### src/rtl/core/swv_pkg.sv
// Shared constants and types for the sliding window variance block.
// Used by swv_div, sliding_window_variance_stability and the bench; no dependencies.
package swv_pkg;

  localparam int unsigned WINDOW_SIZE = 16;

  localparam int unsigned IDX_W  = $clog2(WINDOW_SIZE);
  localparam int unsigned CNT_W  = $clog2(WINDOW_SIZE + 1);
  localparam int unsigned SMP_W  = 16;
  localparam int unsigned SUM_W  = SMP_W + CNT_W;          // signed window sum
  localparam int unsigned SQ_W   = 2 * SMP_W - 1;          // one sample squared
  localparam int unsigned SSQ_W  = SQ_W + CNT_W;           // sum of squares
  localparam int unsigned NSQ_W  = SSQ_W + CNT_W;          // count * sum of squares
  localparam int unsigned NUM_W  = 2 * SUM_W;              // variance numerator
  localparam int unsigned DIV_W  = SUM_W;                  // divider dividend (|sum|)
  localparam int unsigned DVS_W  = CNT_W;                  // divider divisor (count)
  localparam int unsigned ITER_W = $clog2(DIV_W + 1);

  localparam int unsigned VAR_W  = 31;
  localparam logic [VAR_W-1:0] VAR_MAX   = {VAR_W{1'b1}};
  localparam logic [VAR_W-1:0] THR_RESET = VAR_W'(65536);

  typedef struct packed {
    logic              start;
    logic [ITER_W-1:0] iters;
  } div_req_t;

endpackage

### src/rtl/core/swv_div.sv
// Restoring divider, one quotient bit per cycle.
// Depends on swv_pkg for widths and the request struct.
module swv_div (
  input  logic                     clk_i,
  input  logic                     rst_ni,
  input  swv_pkg::div_req_t        req_i,
  input  logic [swv_pkg::DIV_W-1:0] dividend_i,
  input  logic [swv_pkg::DVS_W-1:0] divisor_i,
  output logic [swv_pkg::DIV_W-1:0] quotient_o,
  output logic                     done_o
);
  import swv_pkg::*;

  logic              busy_q;
  logic              done_q;
  logic [ITER_W-1:0] cnt_q;
  logic [DVS_W-1:0]  rem_q;
  logic [DVS_W-1:0]  dvs_q;
  logic [DIV_W-1:0]  quo_q;

  logic [DVS_W:0]    shifted;
  logic [DVS_W:0]    diff;
  logic              ge;
  logic [DVS_W-1:0]  rem_d;

  always_comb begin
    shifted = {rem_q, quo_q[DIV_W-1]};
    diff    = shifted - {1'b0, dvs_q};
    ge      = (shifted >= {1'b0, dvs_q});
    // remainder stays below the divisor, so the top bit is always zero
    rem_d   = ge ? diff[DVS_W-1:0] : shifted[DVS_W-1:0];
  end

  always_ff @(posedge clk_i or negedge rst_ni) begin
    if (!rst_ni) begin
      busy_q <= 1'b0;
      done_q <= 1'b0;
      cnt_q  <= '0;
    end else if (req_i.start) begin
      busy_q <= 1'b1;
      done_q <= 1'b0;
      cnt_q  <= req_i.iters;
    end else if (busy_q) begin
      cnt_q <= cnt_q - 1'b1;
      if (cnt_q == ITER_W'(1)) begin
        busy_q <= 1'b0;
        done_q <= 1'b1;
      end
    end else begin
      done_q <= 1'b0;
    end
  end

  always_ff @(posedge clk_i) begin
    if (req_i.start) begin
      rem_q <= '0;
      quo_q <= dividend_i;
      dvs_q <= divisor_i;
    end else if (busy_q) begin
      rem_q <= rem_d;
      quo_q <= {quo_q[DIV_W-2:0], ge};
    end
  end

  assign quotient_o = quo_q;
  assign done_o     = done_q;

endmodule

### src/rtl/core/sliding_window_variance_stability.sv
// Top level of the sliding window variance and stability detector.
// Depends on swv_pkg and swv_div.
//
// Usage:
//   Input channel (in_valid_i / in_ready_o) carries action_i and sample_i.
//   action_i = 0 stores a signed Q8.8 sample in a 16-entry ring and reports
//   mean, population variance, fill count and stability; action_i = 1
//   empties the window and reports all zeros.
//   Output channel (out_valid_o / out_ready_i) returns one result per request.
//   Config channel (cfg_valid_i / cfg_ready_o, cfg_data_i) writes the Q16.16
//   variance threshold; it is always ready and is meant to be written idle.
// Timing:
//   One request at a time. The window is summed through the ring memory
//   port, then the divider forms the mean. With a full window the variance
//   follows: two multiplies, then subtract and scale by the constant
//   window size squared. The divider, one quotient bit per cycle, is the
//   longest step.
// Reset clears fill count, write position and threshold (65536); ring
// contents are not cleared and are only read once written. If the receiver
// stalls, the result waits in the output register and the next request is
// already taken and worked on; it waits at its end for the register.
module sliding_window_variance_stability (
  input  logic                       clk_i,
  input  logic                       rst_ni,
  input  logic                       in_valid_i,
  output logic                       in_ready_o,
  input  logic                       action_i,
  input  logic signed [15:0]         sample_i,
  input  logic                       cfg_valid_i,
  output logic                       cfg_ready_o,
  input  logic [swv_pkg::VAR_W-1:0]  cfg_data_i,
  output logic                       out_valid_o,
  input  logic                       out_ready_i,
  output logic                       stable_o,
  output logic                       window_full_o,
  output logic signed [15:0]         mean_o,
  output logic [swv_pkg::VAR_W-1:0]  variance_o,
  output logic [4:0]                 fill_count_o
);
  import swv_pkg::*;

  localparam logic [2:0] S_IDLE  = 3'd0;
  localparam logic [2:0] S_ACC   = 3'd1;
  localparam logic [2:0] S_MDIV  = 3'd2;
  localparam logic [2:0] S_VMUL1 = 3'd3;
  localparam logic [2:0] S_VMUL2 = 3'd4;
  localparam logic [2:0] S_VSUB  = 3'd5;
  localparam logic [2:0] S_FIN   = 3'd6;

  localparam logic [CNT_W-1:0] CNT_FULL    = CNT_W'(WINDOW_SIZE);
  localparam logic [IDX_W-1:0] IDX_LAST    = IDX_W'(WINDOW_SIZE - 1);

  logic [2:0]              state_q, state_d;
  logic [IDX_W-1:0]        wpos_q;
  logic [CNT_W-1:0]        count_q;
  logic [CNT_W-1:0]        iss_q;
  logic                    rd_v_q;
  logic                    pr_v_q;
  logic                    clr_q;
  logic [VAR_W-1:0]        thr_q;

  logic signed [SMP_W-1:0] ring_mem [WINDOW_SIZE];
  logic signed [SMP_W-1:0] rd_data_q;
  logic [SQ_W-1:0]         prod_q;
  logic signed [SUM_W-1:0] sum_q;
  logic [SSQ_W-1:0]        sumsq_q;
  logic [NSQ_W-1:0]        nsq_q;
  logic [NUM_W-1:0]        magsq_q;
  logic signed [15:0]      mean_q;
  logic [VAR_W-1:0]        var_res_q;

  logic                    out_valid_q;
  logic                    stable_q;
  logic                    full_q;
  logic signed [15:0]      mean_out_q;
  logic [VAR_W-1:0]        var_out_q;
  logic [4:0]              fill_q;

  logic                    in_acc;
  logic                    issue;
  logic                    acc_done;
  logic                    full_w;
  logic                    out_free;
  logic                    sum_neg;
  logic [SUM_W-1:0]        sum_mag;
  logic signed [2*SMP_W-1:0] sq_full;
  logic [NSQ_W-1:0]        nsq_w;
  logic [NUM_W-1:0]        magsq_w;
  logic [NUM_W:0]          num_diff;
  logic [NUM_W-1:0]        num_w;
  logic [NUM_W-1:0]        var_quot;
  logic [SUM_W-1:0]        mean_mag;
  logic [SUM_W-1:0]        mean_signed;

  div_req_t                div_req;
  logic [DIV_W-1:0]        div_dividend;
  logic [DIV_W-1:0]        div_quot;
  logic [DVS_W-1:0]        div_divisor;
  logic                    div_done;

  assign in_ready_o  = (state_q == S_IDLE);
  assign in_acc      = in_valid_i && in_ready_o;
  assign cfg_ready_o = 1'b1;

  assign issue    = (state_q == S_ACC) && (iss_q < count_q);
  assign acc_done = (iss_q == count_q) && !rd_v_q && !pr_v_q;
  assign full_w   = (count_q == CNT_FULL);
  assign out_free = !out_valid_q || out_ready_i;

  always_comb begin
    sum_neg     = sum_q[SUM_W-1];
    sum_mag     = sum_neg ? SUM_W'(-sum_q) : SUM_W'(sum_q);
    sq_full     = (2*SMP_W)'(rd_data_q) * (2*SMP_W)'(rd_data_q);
    nsq_w       = NSQ_W'(sumsq_q) * NSQ_W'(count_q);
    magsq_w     = NUM_W'(sum_mag) * NUM_W'(sum_mag);
    num_diff    = {1'b0, NUM_W'(nsq_q)} - {1'b0, magsq_q};
    num_w       = num_diff[NUM_W] ? '0 : num_diff[NUM_W-1:0];
    // only reached with a full window, so count^2 is a constant
    var_quot    = num_w / NUM_W'(WINDOW_SIZE * WINDOW_SIZE);
    mean_mag    = div_quot[SUM_W-1:0];
    mean_signed = sum_neg ? (~mean_mag + 1'b1) : mean_mag;
  end

  // divider: |sum| / count for the mean
  always_comb begin
    div_req.start = (state_q == S_ACC) && acc_done;
    div_req.iters = ITER_W'(DIV_W);
    div_dividend  = sum_mag;
    div_divisor   = count_q;
  end

  swv_div u_div (
    .clk_i      (clk_i),
    .rst_ni     (rst_ni),
    .req_i      (div_req),
    .dividend_i (div_dividend),
    .divisor_i  (div_divisor),
    .quotient_o (div_quot),
    .done_o     (div_done)
  );

  always_comb begin
    state_d = state_q;
    unique case (state_q)
      S_IDLE:  if (in_acc) state_d = action_i ? S_FIN : S_ACC;
      S_ACC:   if (acc_done) state_d = S_MDIV;
      S_MDIV:  if (div_done) state_d = full_w ? S_VMUL1 : S_FIN;
      S_VMUL1: state_d = S_VMUL2;
      S_VMUL2: state_d = S_VSUB;
      S_VSUB:  state_d = S_FIN;
      S_FIN:   if (out_free) state_d = S_IDLE;
      default: state_d = S_IDLE;
    endcase
  end

  always_ff @(posedge clk_i or negedge rst_ni) begin
    if (!rst_ni) begin
      state_q     <= S_IDLE;
      wpos_q      <= '0;
      count_q     <= '0;
      iss_q       <= '0;
      rd_v_q      <= 1'b0;
      pr_v_q      <= 1'b0;
      clr_q       <= 1'b0;
      thr_q       <= THR_RESET;
      out_valid_q <= 1'b0;
    end else begin
      state_q <= state_d;
      if (cfg_valid_i) thr_q <= cfg_data_i;
      if (in_acc) begin
        clr_q  <= action_i;
        iss_q  <= '0;
        rd_v_q <= 1'b0;
        pr_v_q <= 1'b0;
        if (action_i) begin
          count_q <= '0;
          wpos_q  <= '0;
        end else begin
          wpos_q <= (wpos_q == IDX_LAST) ? '0 : wpos_q + 1'b1;
          if (!full_w) count_q <= count_q + 1'b1;
        end
      end else if (state_q == S_ACC) begin
        if (issue) iss_q <= iss_q + 1'b1;
        rd_v_q <= issue;
        pr_v_q <= rd_v_q;
      end
      if ((state_q == S_FIN) && out_free) begin
        out_valid_q <= 1'b1;
      end else if (out_ready_i) begin
        out_valid_q <= 1'b0;
      end
    end
  end

  // ring memory: one write port at request time, one registered read port
  always_ff @(posedge clk_i) begin
    if (in_acc && !action_i) ring_mem[wpos_q] <= sample_i;
    if (issue) rd_data_q <= ring_mem[iss_q[IDX_W-1:0]];
  end

  always_ff @(posedge clk_i) begin
    if (in_acc) begin
      sum_q   <= '0;
      sumsq_q <= '0;
    end else if (state_q == S_ACC) begin
      prod_q <= sq_full[SQ_W-1:0];
      if (rd_v_q) sum_q <= sum_q + SUM_W'(rd_data_q);
      if (pr_v_q) sumsq_q <= sumsq_q + SSQ_W'(prod_q);
    end
    if ((state_q == S_MDIV) && div_done) mean_q <= mean_signed[15:0];
    if (state_q == S_VMUL1) nsq_q <= nsq_w;
    if (state_q == S_VMUL2) magsq_q <= magsq_w;
    if (state_q == S_VSUB) begin
      var_res_q <= (var_quot > NUM_W'(VAR_MAX)) ? VAR_MAX : var_quot[VAR_W-1:0];
    end
    if ((state_q == S_FIN) && out_free) begin
      if (clr_q) begin
        stable_q   <= 1'b0;
        full_q     <= 1'b0;
        mean_out_q <= '0;
        var_out_q  <= '0;
        fill_q     <= '0;
      end else begin
        stable_q   <= full_w && (var_res_q < thr_q);
        full_q     <= full_w;
        mean_out_q <= mean_q;
        var_out_q  <= full_w ? var_res_q : VAR_MAX;
        fill_q     <= 5'(count_q);
      end
    end
  end

  assign out_valid_o   = out_valid_q;
  assign stable_o      = stable_q;
  assign window_full_o = full_q;
  assign mean_o        = mean_out_q;
  assign variance_o    = var_out_q;
  assign fill_count_o  = fill_q;

  a_count_range: assert property (@(posedge clk_i) disable iff (!rst_ni)
    count_q <= CNT_FULL)
    else $error("fill count beyond window size");

  a_add_counts: assert property (@(posedge clk_i) disable iff (!rst_ni)
    (in_acc && !action_i) |=> (count_q != '0) && (state_q == S_ACC))
    else $error("added sample did not enter the window");

  a_not_full_unstable: assert property (@(posedge clk_i) disable iff (!rst_ni)
    (out_valid_o && !window_full_o) |-> !stable_o)
    else $error("stable reported with window not full");

  a_not_full_var: assert property (@(posedge clk_i) disable iff (!rst_ni)
    (out_valid_o && !window_full_o && (fill_count_o != '0)) |-> (variance_o == VAR_MAX))
    else $error("variance not saturated while filling");

endmodule

### config.mk
export PLATFORM = sky130hd
export DESIGN_NAME = sliding_window_variance_stability
export DESIGN_NICKNAME = d
export VERILOG_FILES = /design/src/rtl/core/swv_pkg.sv /design/src/rtl/core/swv_div.sv /design/src/rtl/core/sliding_window_variance_stability.sv
export SDC_FILE = /design/constraint.sdc
export NUM_CORES = 2
export LEC_CHECK = 0
export ABC_AREA = 0
export BUFFER_PORTS_ARGS = -buffer_cell sky130_fd_sc_hd__buf_2
export CORE_AREA = 2 2 399 401
export CTS_CLUSTER_SIZE = 28
export DETAILED_ROUTE_END_ITERATION = 8
export DIE_AREA = 0 0 401 403
export PLACE_DENSITY_LB_ADDON = 0.1
export SLEW_MARGIN = 25
export SYNTH_ARGS = -nofsm -noshare
export SYNTH_HDL_FRONTEND = slang
export SYNTH_SLANG_ARGS = --single-unit
export TNS_END_PERCENT = 50
### constraint.sdc
create_clock -name clk_i -period 10.9 [get_ports clk_i]
set_clock_uncertainty 0.1 [all_clocks]
set_input_delay 1.635 -clock clk_i [delete_from_list [all_inputs] [get_ports clk_i]]
set_output_delay 1.635 -clock clk_i [all_outputs]
set_load 0.01 [all_outputs]
==> impl_metrics.ini <==
[status]
status = completed

[clock_tree]
cts-root-buf = clkbuf_16
clk_pin_slew_ps = 60
clock_latency_ps = 700
cts_buffers = 77
cts.sinks = 632
htree_levels = 3
cts_tree = yes
postCtsSetupRepairBufs = 0
ctsHoldBuffers = 0
post_cts_resized = 0
clockBufferDepth = 3

[yosys]
async_flop_share = 0.0934
synth_cells = 5071
avgSynthCellArea_um2 = 10.8
ys.flop_type = edfxtp_1
synth_enable_flop_cells = 511
ys_warn_count = 0
ys_types = 95
ys_seq_elements = 632
netlist_area_um2 = 54700
seq_area_frac_synth = 0.331

[final_layout]
final_util = 0.383
diodes = 0
nNetsFinal = 6316
design_area_um2 = 60400
fillCellCount = 15600
fin_cells = 7328
final_cell_mix = inv_1, fa_1, nand2_1
layout_commonest_cell = inv_1
syn_to_final_growth_pct = 10.5
drive_above_1_share = 0.0889

[critical_path]
startpoint_type = flip-flop
crit_slowest_cell = xnor2_2
crit_path_frequent_cell = fa_1
path_max_fanout = 12
crit_arrival_ps = 9980
end_kind = flip-flop
crit_type = flip-flop to flip-flop
critPathRequiredTime_ps = 11190
worst_path_largest_cell_delay_ps = 640

[timing]
worstMarginPinSlew_ps = 1130
maxSlewHeadroom = 0.247
worst_slack_ps = 1210
finalCritPeriodShare = 0.889
setup_violations = 0
hold_viol_final = 0
period_needed_ps = 9690
hold_ws_ps = 394
tns_ps = 0
grt_setup_unrepaired = false
fmax_ghz = 0.103
drv_slew = 0

[floorplan]
dieArea_um2 = 162000
start_util = 0.347
rows = 146
core_um2 = 157000
die_x_um = 401
chipHeight_um = 403
boundaryPins = 110

[global_routing]
grt_antenna_before_repair = 8
grt_pass1_vias = 37300
grt_pass1_wl_um = 223000
grt_util_all_layers = 0.179
grt_max_degree = 62
grt-ovfl-total = 0

[power]
total_power_mw = 5.27
irDropWorstVdd_mv = 0.119
power.density_nw_per_um2 = 87.2
leakage_nw = 27.2

[routing]
drt_pass1_iterations = 5
drc = 0
ant_nets = 0
avgRoutedWirePerCell_um = 19.5
avgViaCountPerCell = 4.84
vias = 35500
routed_wl_um = 143000
drt_iter0_markers = 1838

[place]
dp_hpwl_um = 108000
io_buffer_count = 108
placed_area_um2 = 57900
placedCellCount = 7186
place_ws_ps = 1280
gp_congestion = 0.865

[worst_hold_path]
hold_path.class = flip-flop to flip-flop

[flow_run]
drv_cap = 0
==> state kept, by name (all words and copies together) (netlist names), 16 cells and up <==
register / count
variance_o: 31
u_div.quotient_o: 21
mean_q: 16
mean_o: 16
magsq_q: 41
var_res_q: 31
sumsq_q: 36
thr_q: 31
nsq_q: 41
prod_q: 30
rd_data_q: 16
sum_q: 21
ring_mem: 256
==> metal layers <==
layer	vias to the layer above	global-route usage	wire length [um]
met1	17800	0.245	65100
met5	-	0	43
met4	8	0.0490	3880
met2	623	0.302	69000
met3	182	0.0192	4960
li1	16900	-	-
==> cell type report <==
type	count	area [um^2]	area share
clock buffers	101	2040	0.0337
multi-input cells	3382	32700	0.542
inverters	924	3470	0.0574
flip-flops and latches	632	18100	0.299
clock inverters	41	459	0.00760
well taps	2072	2590	0.0429
repair buffers	176	1050	0.0174
==> power breakdown <==
group          switching [mW]  internal (mW)
combinational          0.0734         0.0426
clock                    1.10           1.44
sequential            0.00284           2.60
==> cell usage after synthesis, drive strengths merged, types with 9 or more instances <==
cell | instances | share of area
a31oi | 19 | 0.0022
fa | 650 | 0.24
dfrtp | 58 | 0.027
nand2 | 546 | 0.037
a21o | 84 | 0.012
nand3 | 47 | 0.0043
edfxtp | 511 | 0.28
ha | 420 | 0.096
xnor2 | 166 | 0.027
nor2 | 329 | 0.023
and2 | 128 | 0.015
buf | 26 | 0.0024
nand4 | 24 | 0.0027
dfxtp | 62 | 0.023
and3 | 22 | 0.0025
mux4 | 80 | 0.033
xor2 | 65 | 0.010
o41ai | 11 | 0.0027
a211oi | 31 | 0.0043
or2 | 15 | 0.0017
o21a | 28 | 0.0038
o31ai | 15 | 0.0021
a21oi | 231 | 0.023
nor2b | 37 | 0.0042
nand2b | 32 | 0.0037
a21boi | 10 | 0.0014
or3 | 9 | 0.0010
inv | 916 | 0.063
o21ai | 166 | 0.015
nor3 | 57 | 0.0053
clkbuf | 122 | 0.0084
o21bai | 24 | 0.0033
==> final timing paths <==
path / start / endpoint / slack (ps) / cells after the start
max in group asynchronous: rst_ni / iss_q[0] / 8860 / 2
setup reg to reg: sum_q[6] / magsq_q[40] / 1210 / 30
hold reg to reg: u_div.quotient_o[0] / mean_q[0] / 390 / 0
hold / removal: u_div.quotient_o[0] / mean_q[0] / 390 / 0
setup / recovery: sum_q[6] / magsq_q[40] / 1210 / 30
min in group asynchronous: rst_ni / thr_q[9] / 670 / 1
==> critical path: cells and delay by family, from the launching register on <==
kind	cells	cell delay [ps]
AO/OA/AOI/OAI	6	1620
AND/OR/NAND/NOR	8	1960
adder cells (fa/ha/maj)	8	3770
buffers and inverters	6	800
flip-flops	1	380
XOR/XNOR	2	750
==> cells by family (layout without fill, tap and decap cells) <==
family / count (synthesis) / count (layout) / share of synthesized area
and+or+nand+nor: 1276 / 1276 / 0.105
buffers and inverters: 1072 / 1242 / 0.0742
adders and majority gates: 1070 / 1070 / 0.334
AOI/OAI and AO/OA: 697 / 697 / 0.0834
DFF: 632 / 632 / 0.331
xor gates and xnor gates: 231 / 231 / 0.0374
muxes: 91 / 91 / 0.0350
other: 2 / 17 / 0.000137
Power figures use the tool's default switching activity.
